**src/rtl/assert_macros.svh**
```systemverilog
// Assertion macros for the two-level ready-list scheduler RTL
`ifndef ASSERT_MACROS_SVH
`define ASSERT_MACROS_SVH
`ifndef SYNTHESIS
`define ASSERT_IMPLIES(label, clk, rst_n, ante, cons) \
  label: assert property (@(posedge clk) disable iff (!rst_n) (ante) |-> (cons)) \
    else $error("assertion failed");
`define ASSERT_NEXT(label, clk, rst_n, ante, cons) \
  label: assert property (@(posedge clk) disable iff (!rst_n) (ante) |=> (cons)) \
    else $error("assertion failed");
`else
`define ASSERT_IMPLIES(label, clk, rst_n, ante, cons)
`define ASSERT_NEXT(label, clk, rst_n, ante, cons)
`endif
`endif

```
**src/rtl/bprs_pkg.sv**
```systemverilog
// Shared types, constants and functions of the ready-list scheduler
`default_nettype none
package bprs_pkg;

  localparam int unsigned ROW_COUNT  = 8;
  localparam int unsigned ROW_BITS   = 3;
  localparam int unsigned PRIO_BITS  = 6;
  localparam int unsigned MODE_BITS  = 3;
  localparam int unsigned LOCK_BITS  = 8;
  localparam logic [LOCK_BITS-1:0] LOCK_MAX = 8'hFF;

  typedef enum logic [MODE_BITS-1:0] {
    MODE_READY   = 3'd0,
    MODE_UNREADY = 3'd1,
    MODE_LOCK    = 3'd2,
    MODE_UNLOCK  = 3'd3,
    MODE_SCHED   = 3'd4
  } mode_t;

  typedef struct packed {
    logic load;
    logic update;
    logic report;
  } cmd_t;

  function automatic logic [ROW_BITS-1:0] lowest_bit8(input logic [ROW_COUNT-1:0] v);
    logic [ROW_BITS-1:0] idx;
    idx = '0;
    for (int i = ROW_COUNT - 1; i >= 0; i--) begin
      if (v[i]) begin
        idx = ROW_BITS'(i);
      end
    end
    return idx;
  endfunction

endpackage
`default_nettype wire

```
**src/rtl/bprs_ctrl.sv**
```systemverilog
// Controller: sequences load, update and report of one word
`default_nettype none
module bprs_ctrl (
  input  wire logic           clk,
  input  wire logic           rst_n,
  input  wire logic           start,
  output logic                busy,
  output logic                out_valid,
  output bprs_pkg::cmd_t      cmd
);

  typedef enum logic [1:0] {
    ST_IDLE,
    ST_UPDATE,
    ST_REPORT
  } state_t;

  state_t state_r;
  state_t state_nxt;
  logic   out_valid_r;
  logic   out_valid_nxt;

  always_comb begin
    state_nxt     = state_r;
    out_valid_nxt = 1'b0;
    cmd           = '0;
    unique case (state_r)
      ST_IDLE: begin
        if (start) begin
          cmd.load  = 1'b1;
          state_nxt = ST_UPDATE;
        end
      end
      ST_UPDATE: begin
        cmd.update = 1'b1;
        state_nxt  = ST_REPORT;
      end
      ST_REPORT: begin
        cmd.report    = 1'b1;
        out_valid_nxt = 1'b1;
        state_nxt     = ST_IDLE;
      end
      default: begin
        state_nxt = ST_IDLE;
      end
    endcase
  end

  always_ff @(posedge clk) begin
    if (!rst_n) begin
      state_r     <= ST_IDLE;
      out_valid_r <= 1'b0;
    end else begin
      state_r     <= state_nxt;
      out_valid_r <= out_valid_nxt;
    end
  end

  assign busy      = (state_r != ST_IDLE);
  assign out_valid = out_valid_r;

endmodule
`default_nettype wire

```
**src/rtl/bprs_datapath.sv**
```systemverilog
// Datapath: ready bitmap, lock count, priority encode and result registers
`default_nettype none
module bprs_datapath (
  input  wire logic                              clk,
  input  wire logic                              rst_n,
  input  wire bprs_pkg::cmd_t                    cmd,
  input  wire logic [bprs_pkg::MODE_BITS-1:0]    in_mode,
  input  wire logic [bprs_pkg::PRIO_BITS-1:0]    in_priority_req,
  input  wire logic [bprs_pkg::PRIO_BITS-1:0]    in_current_prio,
  input  wire logic                              in_in_interrupt,
  input  wire logic                              in_running,
  output logic [bprs_pkg::PRIO_BITS-1:0]         out_highest_prio,
  output logic                                   out_none_ready,
  output logic                                   out_switch_needed,
  output logic [bprs_pkg::LOCK_BITS-1:0]         out_lock_level
);

  logic [bprs_pkg::MODE_BITS-1:0] mode_r;
  logic [bprs_pkg::PRIO_BITS-1:0] prio_r;
  logic [bprs_pkg::PRIO_BITS-1:0] cur_r;
  logic                           int_r;
  logic                           run_r;

  logic [bprs_pkg::ROW_COUNT-1:0] group_r;
  logic [bprs_pkg::ROW_COUNT-1:0] group_nxt;
  logic [bprs_pkg::ROW_COUNT-1:0] rows_r   [bprs_pkg::ROW_COUNT];
  logic [bprs_pkg::ROW_COUNT-1:0] rows_nxt [bprs_pkg::ROW_COUNT];
  logic [bprs_pkg::LOCK_BITS-1:0] lock_r;
  logic [bprs_pkg::LOCK_BITS-1:0] lock_nxt;
  logic                           sched_r;
  logic                           sched_nxt;

  logic [bprs_pkg::PRIO_BITS-1:0] hi_prio_r;
  logic                           none_r;
  logic                           switch_r;
  logic [bprs_pkg::LOCK_BITS-1:0] level_r;

  logic [bprs_pkg::ROW_BITS-1:0]  req_row;
  logic [bprs_pkg::ROW_COUNT-1:0] req_bit;
  logic                           gate_ok;
  logic [bprs_pkg::ROW_BITS-1:0]  hi_row;
  logic [bprs_pkg::ROW_BITS-1:0]  hi_col;
  logic [bprs_pkg::PRIO_BITS-1:0] hi_prio;

  assign req_row = prio_r[bprs_pkg::PRIO_BITS-1:bprs_pkg::ROW_BITS];
  assign req_bit = bprs_pkg::ROW_COUNT'(1) << prio_r[bprs_pkg::ROW_BITS-1:0];
  assign gate_ok = run_r && !int_r;

  // update each row in place; group bit follows its row
  always_comb begin
    lock_nxt  = lock_r;
    sched_nxt = 1'b0;
    for (int i = 0; i < bprs_pkg::ROW_COUNT; i++) begin
      rows_nxt[i] = rows_r[i];
      if (req_row == bprs_pkg::ROW_BITS'(i)) begin
        if (mode_r == bprs_pkg::MODE_READY) begin
          rows_nxt[i] = rows_r[i] | req_bit;
        end else if (mode_r == bprs_pkg::MODE_UNREADY) begin
          rows_nxt[i] = rows_r[i] & ~req_bit;
        end
      end
      group_nxt[i] = (req_row == bprs_pkg::ROW_BITS'(i)) ? |rows_nxt[i] : group_r[i];
    end
    if (mode_r == bprs_pkg::MODE_LOCK) begin
      if (gate_ok && lock_r != bprs_pkg::LOCK_MAX) begin
        lock_nxt = lock_r + 1'b1;
      end
    end else if (mode_r == bprs_pkg::MODE_UNLOCK) begin
      if (gate_ok) begin
        if (lock_r != '0) begin
          lock_nxt = lock_r - 1'b1;
        end
        sched_nxt = 1'b1;
      end
    end else if (mode_r == bprs_pkg::MODE_SCHED) begin
      sched_nxt = 1'b1;
    end
  end

  assign hi_row  = bprs_pkg::lowest_bit8(group_r);
  assign hi_col  = bprs_pkg::lowest_bit8(rows_r[hi_row]);
  assign hi_prio = {hi_row, hi_col};

  always_ff @(posedge clk) begin
    if (cmd.load) begin
      mode_r <= in_mode;
      prio_r <= in_priority_req;
      cur_r  <= in_current_prio;
      int_r  <= in_in_interrupt;
      run_r  <= in_running;
    end
    if (cmd.report) begin
      hi_prio_r <= hi_prio;
      none_r    <= (group_r == '0);
      switch_r  <= sched_r && !int_r && (lock_r == '0) && (hi_prio != cur_r);
      level_r   <= lock_r;
    end
  end

  always_ff @(posedge clk) begin
    if (!rst_n) begin
      group_r <= '0;
      lock_r  <= '0;
      sched_r <= 1'b0;
      for (int i = 0; i < bprs_pkg::ROW_COUNT; i++) begin
        rows_r[i] <= '0;
      end
    end else if (cmd.update) begin
      group_r <= group_nxt;
      lock_r  <= lock_nxt;
      sched_r <= sched_nxt;
      for (int i = 0; i < bprs_pkg::ROW_COUNT; i++) begin
        rows_r[i] <= rows_nxt[i];
      end
    end
  end

  assign out_highest_prio  = hi_prio_r;
  assign out_none_ready    = none_r;
  assign out_switch_needed = switch_r;
  assign out_lock_level    = level_r;

endmodule
`default_nettype wire

```
**src/rtl/bitmap_priority_ready_scheduler_top.sv**
```systemverilog
// Top level of the two-level bitmap ready-list scheduler
// A word is taken when start is high and busy is low; after the capture,
// update and report states its result appears for one cycle with out_valid
// high; the receiver cannot stall, so it must capture the result in that cycle.
// Each word passes through capture, bitmap and lock update, and priority
// encode into the result registers, set by the controller sequence; a new
// word can start only once busy drops, in the cycle the result is shown.
`default_nettype none
`include "assert_macros.svh"
module bitmap_priority_ready_scheduler_top (
  input  wire logic                              clk,
  input  wire logic                              rst_n,
  input  wire logic                              start,
  output logic                                   busy,
  input  wire logic [bprs_pkg::MODE_BITS-1:0]    in_mode,
  input  wire logic [bprs_pkg::PRIO_BITS-1:0]    in_priority_req,
  input  wire logic [bprs_pkg::PRIO_BITS-1:0]    in_current_prio,
  input  wire logic                              in_in_interrupt,
  input  wire logic                              in_running,
  output logic                                   out_valid,
  output logic [bprs_pkg::PRIO_BITS-1:0]         out_highest_prio,
  output logic                                   out_none_ready,
  output logic                                   out_switch_needed,
  output logic [bprs_pkg::LOCK_BITS-1:0]         out_lock_level
);

  bprs_pkg::cmd_t cmd;

  bprs_ctrl u_ctrl (
    .clk       (clk),
    .rst_n     (rst_n),
    .start     (start),
    .busy      (busy),
    .out_valid (out_valid),
    .cmd       (cmd)
  );

  bprs_datapath u_dp (
    .clk               (clk),
    .rst_n             (rst_n),
    .cmd               (cmd),
    .in_mode           (in_mode),
    .in_priority_req   (in_priority_req),
    .in_current_prio   (in_current_prio),
    .in_in_interrupt   (in_in_interrupt),
    .in_running        (in_running),
    .out_highest_prio  (out_highest_prio),
    .out_none_ready    (out_none_ready),
    .out_switch_needed (out_switch_needed),
    .out_lock_level    (out_lock_level)
  );

  `ASSERT_NEXT(a_accept_busy, clk, rst_n, start && !busy, busy)
  `ASSERT_IMPLIES(a_valid_idle, clk, rst_n, out_valid, !busy)
  `ASSERT_IMPLIES(a_empty_zero, clk, rst_n, out_valid && out_none_ready, out_highest_prio == '0)
  `ASSERT_IMPLIES(a_switch_unlocked, clk, rst_n, out_valid && out_switch_needed, out_lock_level == '0)

endmodule
`default_nettype wire

```
**config.mk**
```make
export PLATFORM = sky130hd
export DESIGN_NAME = bitmap_priority_ready_scheduler_top
export DESIGN_NICKNAME = d
export VERILOG_FILES = /design/src/rtl/bprs_pkg.sv /design/src/rtl/bprs_ctrl.sv /design/src/rtl/bprs_datapath.sv /design/src/rtl/bitmap_priority_ready_scheduler_top.sv
export VERILOG_INCLUDE_DIRS = /design/src /design/src/rtl
export SDC_FILE = /design/constraint.sdc
export NUM_CORES = 1
export LEC_CHECK = 0
export BUFFER_PORTS_ARGS = -buffer_cell sky130_fd_sc_hd__buf_4
export CORE_MARGIN = 4
export CORE_UTILIZATION = 35
export DETAILED_ROUTE_END_ITERATION = 10
export SETUP_SLACK_MARGIN = 0.05
export SYNTH_ARGS = -nofsm -noshare
export SYNTH_HDL_FRONTEND = slang
export SYNTH_HIERARCHICAL = 1
export SYNTH_SLANG_ARGS = --single-unit
```
**constraint.sdc**
```tcl
create_clock -name clk -period 3.4 [get_ports clk]
set_input_delay 0.68 -clock clk [delete_from_list [all_inputs] [get_ports clk]]
set_output_delay 0.68 -clock clk [all_outputs]
set_load 0.01 [all_outputs]
```
==> summary.txt <==
Critical path
  – Critical Path RT: 3.57 ns
  – R2R Path Start: u_dp/group_r[2]
  – Slowest CP cell: mux4_1
  – Max Fanout on Critical Path: 11
  – Startpoint Class: register
  – Crit Path Class: register to register
  – Critical Path AT: 3.26 ns
  – Slowest Stage Delay on Critical Path: 0.56 ns
  – CP Cell Sequence: nor2_1, o31ai_1, nand2_1, clkinvlp_4, mux4_1, o22ai_1, and4_4, nor3b_4, xnor2_1, and4_1, a31oi_1
  – Crit path launch: u_dp/group_r[2]
  – Crit. End Element: register

Synthesis
  – Post-Synthesis Cell Area: between 6000 and 7000 um^2
  – Seq cells post-synth: between 100 and 150
  – Synth Area in Adders: 1.49%
  – Post-synthesis compound-gate area fraction: 19.4%
  – Mux cell area share after synthesis: 3.73%
  – Area share of and/or/nand/nor cells after synthesis: 18.3%
  – Avg Inst Size Synth: ~11 um^2
  – Unique masters post-synth: 74
  – Primary FF master, synth: edfxtp_1
  – EDFF count, synth: 97
  – Synthesized Nets: 621
  – Ys Warns: 6
  – Sequential fraction of the synthesis area: 52.0%
  – Post-Synth XOR/XNOR Area: between 1.5 and 2%
  – Share of flip-flops with an asynchronous set or reset: 0%
  – Post-Syn Instances: 594
  – Largest family of logic cells by synthesized area: compound AO/OA/AOI/OAI gates

STA
  – RSZ-0062 raised after global routing: false
  – Fin. Hold Viols: 0
  – Min Tclk post-route: 3.10 ns
  – Fmax: approximately 320 MHz
  – Worst slew pin tran: 1.18 ns
  – Worst rel slew slack: about a fifth
  – Max-slew violation count: 0
  – Tcrit/Tclk final: 91.1%
  – Sum Neg Setup Slack: 0 ns
  – # setup viols final: 0
  – Max Clock Skew: 0.00890 ns

Floorplanning
  – IO Pins: 38
  – Die extent in x: 143 um
  – Initial Utilization: 35.6%
  – Area of the die: 20,400 um^2
  – Row cnt: 49
  – DIE HEIGHT: 143 um
  – Core Area: ~18,000 um^2

Placement
  – IO Port Bufs: 37
  – HPWL Detailed: roughly 13,000 um
  – Placer Congestion: 0.953
  – Placed Instances: 839

Global routing
  – Total GRT Usage: 18.3%
  – Maximum number of pins on one net before global-route repair: 59
  – M1 GR Usage: 24.0%
  – Top Usage Layer GRT: met2
  – Met3 usage: 4.59%
  – Vias in the first global route: 4,780
  – Initial antenna violation count: 0
  – Overflow after GRT: 0
  – First-pass GRT wire length: between 20,000 and 30,000 um
  – Grt met2 use: 29.0%

Clock tree
  – Clock buffer depth: 2
  – CTS tree: built
  – Clk root buf: clkbuf_16
  – CTS Sinks: 117
  – Reg clk slew, reported paths: roughly 0.050 ns
  – Max H-tree Level: 4
  – Clk_lat worst skew: 0.42 ns
  – Num CTS Buffers: 17

Pwr
  – Power Density: 506 nW/um^2
  – VDD IR max: 300 uV
  – Lkg Pwr: 2.55 nW

Final layout
  – Area growth, synth to finish: 15.9%
  – FILL cells: 1,719
  – NumNets Final: approximately 660
  – Ratio of cells with drive above 1 in the final layout: 17.8%
  – Fin cells: 871
  – # diodes: 0

Routing
  – First-pass iteration count of the detailed router: 5
  – Post-DRT Antenna Nets: 0
  – Via density: 5.84
  – DRC viols: 0
  – Final WL: 18,300 um
  – Drt wl/cell: 21.0 um
  – Via count: just over 5,000
  – Initial DRC Count: 530

Worst hold path
  – Hold WC Path Type: input pin to register
  – Hold Path Origin: in_running

Run
  – Max-cap violations: 0

Run status
  – Status: finished, final reports clean
[final cells by class]
type	count	area, um^2	area share, %
Timing Repair Buffer	45	350	4.75
Multi-Input combinational cell	438	2870	38.8
Inverter	10	41.3	0.560
Clock buffer	27	493	6.68
Sequential cell	117	3310	44.9
Clock inverter	5	27.5	0.373
Tap cell	229	287	3.88
[cell families after synthesis]
family	after synthesis
muxes	17
xor gates and xnor gates	14
AOI/OAI and AO/OA	204
and+or+nand+nor	196
buffers and inverters	39
adders and majority gates	7
DFF	117
[synth_stat cells (all sizes together), types with 3 or more instances]
master	count	area share, %
xnor2	11	1.5
dfxtp	20	6.3
clkbuf	23	1.5
a21oi	20	1.7
or2	3	0.29
nor2	18	1.1
o2bb2ai	4	0.65
nor2b	51	5.0
nand4	4	0.39
o21ai	133	11
o21bai	3	0.35
o21a	5	0.59
inv	10	0.59
a221o	4	0.71
buf	6	1.0
and3b	3	0.45
nor3	4	0.31
nand3	17	1.5
a41oi	4	0.55
nor4	17	1.7
and2	20	2.0
xor2	3	0.41
mux2i	5	0.79
mux2	8	1.4
ha	6	1.2
o221ai	3	0.61
o22ai	3	0.29
nor3b	4	0.65
a21o	9	1.1
mux4	4	1.5
a31oi	3	0.29
edfxtp	97	46
nand2	36	2.2
a32oi	3	0.41
[layer usage]
| layer | part of all wire, % | vias up |
|---|---|---|
| li1 | - | 2338 |
| met1 | 42 | 2456 |
| met2 | 47 | 252 |
| met3 | 8.0 | 42 |
| met4 | 3.0 | 0 |
| met5 | 0 | - |
[through the flow]
stage	utilization (%)	setup slack, ns	instance area [um^2]	hold WS, ns	power, W
after detailed placement	38.3	0.303	6850	0.495	0.00217
final	41.2	0.304	7380	0.434	0.00374
after global routing	41.2	0.0648	7380	0.415	0.00388
after global placement	38.3	0.483	6850	0.487	0.00216
after CTS	41.2	0.288	7370	0.417	0.00376
after floorplan	-	0.548	6370	0.473	0.00203
[power breakdown]
| part | internal (W) | total (W) | switching [W] |
|---|---|---|---|
| Clock | 0.000981 | 0.00159 | 0.000607 |
| Combinational | 0.000184 | 0.000443 | 0.000259 |
| Sequential | 0.00165 | 0.00170 | 0.0000590 |
| Total | 0.00281 | 0.00374 | 0.000925 |
[sequential cells by signal, summed over array words and instances, names as in the netlist]
signal	flops
u_dp/sched_r	1
u_dp/cur_r	6
u_dp/out_highest_prio	6
u_dp/run_r	1
u_dp/out_lock_level	8
u_dp/lock_r	8
u_dp/group_r	8
u_dp/mode_r	3
u_dp/rows_r	64
u_dp/out_none_ready	1
u_dp/int_r	1
u_ctrl/state_r	2
u_ctrl/out_valid	1
u_dp/out_switch_needed	1
u_dp/prio_r	6
[critical path, delay by kind of cell (launching register included)]
family	cells	cell delay, ns
multiplexers	1	0.56
flip-flops	1	0.35
AO/OA/AOI/OAI	3	0.50
XOR/XNOR	1	0.11
buffers and inverters	1	0.28
AND/OR/NAND/NOR	5	1.03
[layout by cell type, fill, tap and decap left out, types with 4 or more instances in the layout]
master	count
a21o_1	7
a21oi_1	18
a221o_2	4
a41oi_1	4
and2_1	19
buf_4	44
clkbuf_1	7
clkbuf_16	17
clkinv_2	4
dfxtp_1	20
edfxtp_1	97
ha_1	6
inv_1	9
mux2_2	8
mux2i_1	5
nand2_1	34
nand3_1	16
nand4_1	4
nor2_1	18
nor2b_1	51
nor3_1	4
nor4_1	17
o21a_1	5
o21ai_0	131
xnor2_1	11
[final timing paths]
path,end,slack (ns),depth (start not counted)
min,u_dp/run_r,0.43,1
max reg2reg,u_dp/out_switch_needed,0.30,11
max,u_dp/out_switch_needed,0.30,11
min reg2reg,u_dp/sched_r,0.51,1
[timing repair]
action                                  CTS  global route
endpoints found under the hold margin     0             0
gates resized for setup                   0             2
buffers inserted                          0             0
endpoints found under the setup margin    0             2
hold buffers                              0             0
No activity file was read; power rests on OpenSTA's default activity.
